$ cat config.mk
export PLATFORM = sky130hd
export DESIGN_NAME = positional_list_engine_core
export DESIGN_NICKNAME = d
export VERILOG_FILES = /design/src/rtl/core/ple_pkg.sv /design/src/rtl/core/ple_datapath.sv /design/src/rtl/core/ple_ctrl.sv /design/src/rtl/core/positional_list_engine_core.sv
export SDC_FILE = /design/constraint.sdc
export NUM_CORES = 2
export LEC_CHECK = 0
export ABC_AREA = 1
export BUFFER_PORTS_ARGS = -buffer_cell sky130_fd_sc_hd__buf_4
export CAP_MARGIN = 5
export CELL_PAD_IN_SITES_DETAIL_PLACEMENT = 1
export CELL_PAD_IN_SITES_GLOBAL_PLACEMENT = 2
export CORE_ASPECT_RATIO = 0.9
export CORE_UTILIZATION = 33
export DETAILED_ROUTE_END_ITERATION = 6
export PLACE_DENSITY = 0.85
export SLEW_MARGIN = 10
export SYNTH_ARGS = -nofsm -noshare
export SYNTH_HDL_FRONTEND = slang
export SYNTH_HIERARCHICAL = 1
export SYNTH_SLANG_ARGS = --single-unit
$ cat constraint.sdc
create_clock -name clk -period 5.2 [get_ports clk]
set_input_delay 0.26 -clock clk [delete_from_list [all_inputs] [get_ports clk]]
set_output_delay 0.26 -clock clk [all_outputs]
set_load 0.005 [all_outputs]
$ cat src/rtl/core/ple_pkg.sv
// Shared types and constants for the positional list engine.
// No dependencies; every other file of the block uses this package.
package ple_pkg;

    localparam int DEPTH = 16;
    localparam int IDX_W = $clog2(DEPTH);
    localparam int CNT_W = $clog2(DEPTH + 1);
    localparam int VAL_W = 32;
    localparam int POS_W = 8;
    localparam int LEN_W = 8;

    typedef enum logic [2:0] {
        MODE_INS_END   = 3'd0,
        MODE_INS_FRONT = 3'd1,
        MODE_INS_POS   = 3'd2,
        MODE_DEL_END   = 3'd3,
        MODE_DEL_FRONT = 3'd4,
        MODE_DEL_POS   = 3'd5,
        MODE_READ      = 3'd6,
        MODE_REVERSE   = 3'd7
    } mode_t;

    typedef enum logic [1:0] {
        STAT_OK      = 2'd0,
        STAT_EMPTY   = 2'd1,
        STAT_INVALID = 2'd2,
        STAT_FULL    = 2'd3
    } status_t;

    typedef struct packed {
        mode_t                    mode;
        logic signed [VAL_W-1:0]  value;
        logic [POS_W-1:0]         position;
    } in_item_t;

    typedef struct packed {
        status_t                  status;
        logic signed [VAL_W-1:0]  item_value;
        logic [LEN_W-1:0]         length;
        logic                     last;
    } out_item_t;

    // Datapath operations issued by the controller
    typedef enum logic [2:0] {
        OP_NONE,
        OP_INSERT,
        OP_DELETE,
        OP_REVERSE,
        OP_ROTATE
    } dp_op_t;

    typedef struct packed {
        dp_op_t                   op;
        logic [IDX_W-1:0]         idx;
        logic signed [VAL_W-1:0]  value;
    } dp_cmd_t;

    typedef struct packed {
        logic [CNT_W-1:0]         count;
        logic signed [VAL_W-1:0]  front;
        logic signed [VAL_W-1:0]  sel;
    } dp_stat_t;

    typedef enum logic {
        ST_IDLE,
        ST_ROT
    } state_t;

endpackage

$ cat src/rtl/core/ple_datapath.sv
// Chain of element cells with shift, reverse and rotate moves, plus the count.
// Depends on ple_pkg.
module ple_datapath (
    input  logic              clk,
    input  logic              rst_n,
    input  ple_pkg::dp_cmd_t  dp_cmd,
    output ple_pkg::dp_stat_t dp_stat
);

    logic signed [ple_pkg::VAL_W-1:0] cells_reg  [ple_pkg::DEPTH];
    logic signed [ple_pkg::VAL_W-1:0] cells_next [ple_pkg::DEPTH];
    logic [ple_pkg::CNT_W-1:0]        count_reg;
    logic [ple_pkg::CNT_W-1:0]        count_next;

    // Select each cell's next value from its neighbors, its mirror cell or the command value
    for (genvar i = 0; i < ple_pkg::DEPTH; i++) begin : g_cell
        localparam logic [ple_pkg::IDX_W-1:0] MY_IDX = ple_pkg::IDX_W'(i);
        localparam int MIRROR = ple_pkg::DEPTH - 1 - i;
        localparam int UP     = (i + 1) % ple_pkg::DEPTH;
        logic signed [ple_pkg::VAL_W-1:0] below;
        logic signed [ple_pkg::VAL_W-1:0] above;

        if (i > 0) begin : g_below
            assign below = cells_reg[i-1];
        end
        else begin : g_front
            assign below = cells_reg[0];
        end

        if (i < ple_pkg::DEPTH - 1) begin : g_above
            assign above = cells_reg[i+1];
        end
        else begin : g_back
            assign above = cells_reg[i];
        end

        always_comb
        begin
            cells_next[i] = cells_reg[i];
            case (dp_cmd.op)
                ple_pkg::OP_INSERT:
                begin
                    if (MY_IDX == dp_cmd.idx)
                        cells_next[i] = dp_cmd.value;
                    else if (MY_IDX > dp_cmd.idx)
                        cells_next[i] = below;
                end
                ple_pkg::OP_DELETE:
                begin
                    if (MY_IDX >= dp_cmd.idx)
                        cells_next[i] = above;
                end
                ple_pkg::OP_REVERSE: cells_next[i] = cells_reg[MIRROR];
                ple_pkg::OP_ROTATE:  cells_next[i] = cells_reg[UP];
                default:             cells_next[i] = cells_reg[i];
            endcase
        end
    end

    // Advance the element count
    always_comb
    begin
        case (dp_cmd.op)
            ple_pkg::OP_INSERT: count_next = count_reg + 1'b1;
            ple_pkg::OP_DELETE: count_next = count_reg - 1'b1;
            default:            count_next = count_reg;
        endcase
    end

    always_ff @(posedge clk)
    begin
        cells_reg <= cells_next;
    end

    always_ff @(posedge clk or negedge rst_n)
    begin
        if (!rst_n)
            count_reg <= '0;
        else
            count_reg <= count_next;
    end

    assign dp_stat.count = count_reg;
    assign dp_stat.front = cells_reg[0];
    assign dp_stat.sel   = cells_reg[dp_cmd.idx];

    a_ins_room: assert property (@(posedge clk) disable iff (!rst_n)
        dp_cmd.op == ple_pkg::OP_INSERT |-> count_reg < ple_pkg::CNT_W'(ple_pkg::DEPTH))
        else $error("insert issued into a full chain");

    a_del_nonempty: assert property (@(posedge clk) disable iff (!rst_n)
        dp_cmd.op == ple_pkg::OP_DELETE |-> count_reg != '0)
        else $error("delete issued on an empty chain");

    a_count_range: assert property (@(posedge clk) disable iff (!rst_n)
        count_reg <= ple_pkg::CNT_W'(ple_pkg::DEPTH))
        else $error("element count beyond depth");

endmodule

$ cat src/rtl/core/ple_ctrl.sv
// Command decode, rotation sequencer and result register for the list engine.
// Depends on ple_pkg; drives ple_datapath through dp_cmd_t.
module ple_ctrl (
    input  logic                clk,
    input  logic                rst_n,
    input  logic                start,
    input  ple_pkg::in_item_t   cmd,
    output logic                busy,
    output logic                done,
    output ple_pkg::out_item_t  result,
    output ple_pkg::dp_cmd_t    dp_cmd,
    input  ple_pkg::dp_stat_t   dp_stat
);

    ple_pkg::state_t             state_reg, state_next;
    logic [ple_pkg::IDX_W-1:0]   rot_reg, rot_next;
    logic                        done_reg, done_next;
    ple_pkg::out_item_t          result_reg, result_next;

    logic [ple_pkg::CNT_W-1:0]   cnt;
    logic                        full, empty;
    logic [ple_pkg::POS_W:0]     pos_x;
    logic [ple_pkg::POS_W:0]     cnt_x;
    logic                        ins_pos_ok, del_pos_ok;
    logic [ple_pkg::IDX_W-1:0]   pos_idx;
    logic [ple_pkg::LEN_W-1:0]   len_now, len_inc, len_dec;
    logic [ple_pkg::CNT_W-1:0]   rot_x;

    assign cnt        = dp_stat.count;
    assign full       = cnt == ple_pkg::CNT_W'(ple_pkg::DEPTH);
    assign empty      = cnt == '0;
    assign pos_x      = {1'b0, cmd.position};
    assign cnt_x      = (ple_pkg::POS_W+1)'(cnt);
    assign ins_pos_ok = pos_x != '0 && pos_x <= cnt_x + 1'b1;
    assign del_pos_ok = pos_x != '0 && pos_x <= cnt_x;
    assign pos_idx    = ple_pkg::IDX_W'(cmd.position - 1'b1);
    assign len_now    = ple_pkg::LEN_W'(cnt);
    assign len_inc    = len_now + 1'b1;
    assign len_dec    = len_now - 1'b1;
    assign rot_x      = ple_pkg::CNT_W'(rot_reg);

    // Decode commands, sequence rotations and form the next result
    always_comb
    begin
        state_next         = state_reg;
        rot_next           = rot_reg;
        done_next          = 1'b0;
        result_next        = result_reg;
        dp_cmd.op          = ple_pkg::OP_NONE;
        dp_cmd.idx         = '0;
        dp_cmd.value       = cmd.value;

        case (state_reg)
            ple_pkg::ST_IDLE:
            begin
                if (start)
                begin
                    done_next              = 1'b1;
                    result_next.status     = ple_pkg::STAT_OK;
                    result_next.item_value = '0;
                    result_next.length     = len_now;
                    result_next.last       = 1'b1;
                    case (cmd.mode)
                        ple_pkg::MODE_INS_END, ple_pkg::MODE_INS_FRONT,
                        ple_pkg::MODE_INS_POS:
                        begin
                            if (cmd.mode == ple_pkg::MODE_INS_END)
                                dp_cmd.idx = ple_pkg::IDX_W'(cnt);
                            else if (cmd.mode == ple_pkg::MODE_INS_POS)
                                dp_cmd.idx = pos_idx;
                            if (full)
                                result_next.status = ple_pkg::STAT_FULL;
                            else if (cmd.mode == ple_pkg::MODE_INS_POS && !ins_pos_ok)
                                result_next.status = ple_pkg::STAT_INVALID;
                            else
                            begin
                                dp_cmd.op          = ple_pkg::OP_INSERT;
                                result_next.length = len_inc;
                            end
                        end
                        ple_pkg::MODE_DEL_END, ple_pkg::MODE_DEL_FRONT,
                        ple_pkg::MODE_DEL_POS:
                        begin
                            if (cmd.mode == ple_pkg::MODE_DEL_END)
                                dp_cmd.idx = ple_pkg::IDX_W'(cnt - 1'b1);
                            else if (cmd.mode == ple_pkg::MODE_DEL_POS)
                                dp_cmd.idx = pos_idx;
                            if (empty)
                                result_next.status = ple_pkg::STAT_EMPTY;
                            else if (cmd.mode == ple_pkg::MODE_DEL_POS && !del_pos_ok)
                                result_next.status = ple_pkg::STAT_INVALID;
                            else
                            begin
                                dp_cmd.op              = ple_pkg::OP_DELETE;
                                result_next.item_value = dp_stat.sel;
                                result_next.length     = len_dec;
                            end
                        end
                        ple_pkg::MODE_READ:
                        begin
                            if (empty)
                                result_next.status = ple_pkg::STAT_EMPTY;
                            else
                            begin
                                // Results come out of the rotation pass
                                done_next  = 1'b0;
                                rot_next   = '0;
                                state_next = ple_pkg::ST_ROT;
                            end
                        end
                        ple_pkg::MODE_REVERSE:
                        begin
                            // Mirror the whole chain, then rotate the block back to the front
                            if (cnt > ple_pkg::CNT_W'(1))
                            begin
                                dp_cmd.op = ple_pkg::OP_REVERSE;
                                if (!full)
                                begin
                                    rot_next   = ple_pkg::IDX_W'(cnt);
                                    state_next = ple_pkg::ST_ROT;
                                end
                            end
                        end
                        default: result_next.status = ple_pkg::STAT_OK;
                    endcase
                end
            end
            ple_pkg::ST_ROT:
            begin
                dp_cmd.op = ple_pkg::OP_ROTATE;
                if (rot_x < cnt)
                begin
                    done_next              = 1'b1;
                    result_next.status     = ple_pkg::STAT_OK;
                    result_next.item_value = dp_stat.front;
                    result_next.length     = len_now;
                    result_next.last       = rot_x == cnt - 1'b1;
                end
                if (rot_reg == ple_pkg::IDX_W'(ple_pkg::DEPTH - 1))
                    state_next = ple_pkg::ST_IDLE;
                else
                    rot_next = rot_reg + 1'b1;
            end
            default: state_next = ple_pkg::ST_IDLE;
        endcase
    end

    always_ff @(posedge clk or negedge rst_n)
    begin
        if (!rst_n)
        begin
            state_reg <= ple_pkg::ST_IDLE;
            rot_reg   <= '0;
            done_reg  <= 1'b0;
        end
        else
        begin
            state_reg <= state_next;
            rot_reg   <= rot_next;
            done_reg  <= done_next;
        end
    end

    always_ff @(posedge clk)
    begin
        result_reg <= result_next;
    end

    assign busy   = state_reg != ple_pkg::ST_IDLE;
    assign done   = done_reg;
    assign result = result_reg;

    a_len_tracks: assert property (@(posedge clk) disable iff (!rst_n)
        done_reg |-> result_reg.length == ple_pkg::LEN_W'(dp_stat.count))
        else $error("result length differs from element count");

    a_rot_nonempty: assert property (@(posedge clk) disable iff (!rst_n)
        state_reg == ple_pkg::ST_ROT |-> dp_stat.count != '0)
        else $error("rotation pass on an empty list");

    a_read_emits: assert property (@(posedge clk) disable iff (!rst_n)
        (state_reg == ple_pkg::ST_IDLE && start && cmd.mode == ple_pkg::MODE_READ
         && dp_stat.count != '0) |=> ##1 done_reg)
        else $error("read did not emit its first element");

    a_last_ends: assert property (@(posedge clk) disable iff (!rst_n)
        (done_reg && !result_reg.last) |-> state_reg == ple_pkg::ST_ROT)
        else $error("non-final result outside a read pass");

endmodule

$ cat src/rtl/core/positional_list_engine_core.sv
// Top level of the positional list engine: controller plus cell datapath.
// Depends on ple_pkg, ple_ctrl and ple_datapath.
//
// A command transfers when start is high and busy is low. For insert, delete, a
// read of an empty list and a reverse of a full list or of at most one element,
// the result shows on result with done high in the cycle after the transfer, and
// a new command may transfer in that same cycle. A read of a non-empty list
// rotates the cell chain once per cycle through one full turn and captures the
// front cell before each of its first count rotations; from the rotation state
// its count results are registered onto result one per cycle, and the next
// command can transfer once the turn has ended. A reverse of two to DEPTH - 1
// elements mirrors the chain and then rotates the elements back to the front;
// its single result still shows in the cycle after the transfer, and the next
// command can transfer once that rotation has ended. Busy stays high through
// these passes. done is a one-cycle strobe: the receiver must take each result
// in the cycle it appears.
module positional_list_engine_core (
    input  logic                clk,
    input  logic                rst_n,
    input  logic                start,
    input  ple_pkg::in_item_t   cmd,
    output logic                busy,
    output logic                done,
    output ple_pkg::out_item_t  result
);

    ple_pkg::dp_cmd_t  dp_cmd;
    ple_pkg::dp_stat_t dp_stat;

    ple_ctrl u_ctrl (
        .clk     (clk),
        .rst_n   (rst_n),
        .start   (start),
        .cmd     (cmd),
        .busy    (busy),
        .done    (done),
        .result  (result),
        .dp_cmd  (dp_cmd),
        .dp_stat (dp_stat)
    );

    ple_datapath u_datapath (
        .clk     (clk),
        .rst_n   (rst_n),
        .dp_cmd  (dp_cmd),
        .dp_stat (dp_stat)
    );

endmodule

==> impl_metrics.tcl <==
set metrics [dict create \
    dr.max_layer_used "met4" \
    min_period_over_period_pct 92.8 \
    max_cap_viol_count 0 \
    post_cts_buffers 0 \
    final_cell_mix "nand2_1, edfxtp_1, nand3_1" \
    synth_warnings 6 \
    layout_commonest_cell "nand2_1" \
    ant_nets 0 \
    endpoint_kind "register" \
    tightest_slew_ns 1.16 \
    cts_tree "built" \
    grt_pass1_wl_mm 246 \
    post-route-util_pct 37.6 \
    nNetsFinal 5710 \
    r2r_cells 23 \
    dp_cells 7095 \
    crit_type "register to register" \
    std_cell_rows 118 \
    timing.final.ws_setup_ns 0.373 \
    peakVddDrop_uv 341 \
    place_hpwl_mm 102 \
    reg2reg_setup_slack_ns 0.37 \
    vias 39800 \
    arrival_ns 5.34 \
    power.leakage_nw 20.1 \
    wl_met3_mm 7.99 \
    clk_pin_slew_ns 0.06 \
    die-area_um2 119000 \
    hold_depth 5 \
    reg2reg_to "u_datapath/g_cell[4].above[6]" \
    grt_max_degree 131 \
    worstPathCellList "inv_1, ha_1, inv_1, ha_1, inv_1, o21bai_1, nand2_1, nand2_1, nand2_1, nand2_1, nand2_1, nand2_1, nand2_2, nand2_1, a21oi_1, inv_1, nand3_1, nand2_2, buf_4, nor2_4, buf_12, nand2_1, nand3_1" \
    synth_seq_area_share_pct 43.6 \
    finalSetupViolations 0 \
    post-place-ws_ns 0.375 \
    insertion_delay_ns 0.67 \
    max_slew_margin_pct 22.3 \
    remaining_drc_errors 0 \
    wl_met1_mm 68.0 \
    largest_reg_flops 416 \
    first_iter_violations 3102 \
    htreeDepth 3 \
    synth_fp_nets 5835 \
    power_w 0.0299 \
    grtUsageTotal_pct 26.8 \
    antenna_found_initial 0 \
    cts_root_buf "clkbuf_16" \
    synth.distinct_cells 45 \
    crit_family "simple AND/OR/NAND/NOR gates" \
    synth-seq-cells 565 \
    viasPerCell 5.49 \
    core_area_um2 116000 \
    fmax_mhz 207 \
    overflow 0 \
    synth_area_um2 38800 \
    crit_fanout 118 \
    clockBufferDepth 3 \
    io_buffers 90 \
    final_cells 7249 \
    syn_avg_cell_area_um2 6.73 \
    power_density_nw_per_um2 687 \
    drive_gt1_share_pct 6.29 \
    worstHoldStart "start" \
    post-route-min-period_ns 4.83 \
    dr.pass1.iters 7 \
    die_h_um 327 \
    gp_congestion 0.842 \
    finalHoldViolCount 0 \
    ios 91 \
    skew_ns 0.0239 \
    met2_length_mm 78.3 \
    synthCells 5765 \
    fin_tns_setup_ns 0 \
    wl_mm 161 \
    crit_required_ns 5.72 \
    cp_common_cell "nand2_1" \
    cts_sinks 565 \
    crit_slowest_cell "dfrtp_1" \
    syn_to_final_growth_pct 12.2 \
    cts_made_buffers 69 \
    hold_path.class "input port to register" \
    cp-start-kind "register" \
    status "completed" \
    grt_pass1_vias 40400 \
    r2r-start "u_datapath/count_reg[1]" \
    post_drt_wl_per_cell_um 22.3 \
    crit_path_max_incr_delay_ns 0.54 \
    hold_end "u_ctrl/busy" \
    start_util_pct 33.5 \
    diodes 0 \
    die_w_um 363 \
    slew_viol_final 0 \
    rsz0062_at_grt "no" \
    timing.critical_path.buf_inv 6 \
]
==> how the worst max path moves through the flow <==
| stage | cells past startpoint | slack [ns] | endpoint | startpoint |
|---|---|---|---|---|
| CTS | 22 | 0.35 | u_datapath/g_cell[4].above[13] | u_datapath/count_reg[1] |
| detailed placement | 22 | 0.37 | u_datapath/g_cell[4].above[10] | u_datapath/count_reg[1] |
| global placement | 22 | 0.39 | u_datapath/g_cell[4].above[10] | u_datapath/count_reg[1] |
| finish | 23 | 0.37 | u_datapath/g_cell[4].above[6] | u_datapath/count_reg[1] |
| floorplan | 22 | 0.36 | u_datapath/g_cell[12].above[0] | u_datapath/count_reg[0] |
| global route | 23 | 0.09 | u_datapath/g_cell[7].above[12] | u_datapath/count_reg[1] |
==> power by group <==
part	internal [W]	switching [W]	total [W]
registers	0.00914	0.00290	0.0120
clock network	0.00262	0.00208	0.00470
logic	0.00447	0.00868	0.0132
total	0.0162	0.0137	0.0299
==> final cells by class <==
| type | instances | area [um2] |
|---|---|---|
| Clock buffer | 95 | 1920 |
| Clock inverter | 25 | 138 |
| Fill cell | 14700 | 72200 |
| Inverter | 185 | 714 |
| Multi-Input combinational cell | 4583 | 19400 |
| Sequential cell | 565 | 16900 |
| Tap cell | 1560 | 1950 |
| Timing Repair Buffer | 236 | 2490 |
==> stage by stage <==
| step | hold slack (ns) | area, um2 |
|---|---|---|
| 2_1_floorplan | -0.0356 | 38800 |
| 3_3_place_gp | 0.103 | 41100 |
| 3_5_place_dp | 0.102 | 41100 |
| 4_1_cts | 0.00667 | 43500 |
| 5_1_grt | 0.0381 | 43500 |
| 6_report | 0.0360 | 43500 |
==> layer usage <==
layer | vias to the layer above | track usage (%)
met3 | 330 | 2.85
met2 | 1151 | 45.7
met5 | - | 0
met1 | 20000 | 34.4
met4 | 0 | 11.5
li1 | 18300 | -
==> worst min-delay path, delay by kind of cell <==
kind	cells	cell delay, ns
compound gates	1	0.08
buf+inv	2	0.15
simple gates	2	0.15
==> Yosys cell counts (all sizes together) <==
| master | instances | area (um2) |
|---|---|---|
| a31oi | 3 | 18.8 |
| o32ai | 1 | 8.76 |
| nor2 | 60 | 284 |
| xnor2 | 4 | 35.0 |
| o21ai | 503 | 2520 |
| o311ai | 1 | 8.76 |
| buf | 185 | 1010 |
| nor3 | 6 | 35.0 |
| nor4 | 1 | 6.26 |
| nand2 | 3404 | 12800 |
| fa | 1 | 20.0 |
| a22oi | 32 | 240 |
| or2 | 1 | 6.26 |
| o21bai | 1 | 7.51 |
| nand3 | 446 | 2270 |
| a211oi | 1 | 7.51 |
| dfrtp | 11 | 275 |
| a221oi | 3 | 26.3 |
| o31ai | 1 | 7.51 |
| clkbuf | 247 | 930 |
| o22ai | 4 | 25.0 |
| ha | 23 | 288 |
| nand4 | 4 | 25.0 |
| nand3b | 1 | 7.51 |
| edfxtp | 554 | 16600 |
| o41ai | 1 | 8.76 |
| o211ai | 49 | 368 |
| a21oi | 24 | 120 |
| xor2 | 8 | 70.1 |
| inv | 185 | 694 |
==> what timing repair did <==
item,in CTS,in global routing
setup endpoints to repair,0,100
hold endpoints to repair,70,0
gates resized for setup,0,1
hold buffers,34,0
==> cell families after synthesis <==
| logic type | share of synthesized area [%] |
|---|---|
| compound gates | 8.69 |
| xor+xnor | 0.271 |
| fa+ha+maj | 0.794 |
| buf+inv | 6.80 |
| flops | 43.6 |
| simple gates | 39.8 |
(Power assumes the default switching activity.)
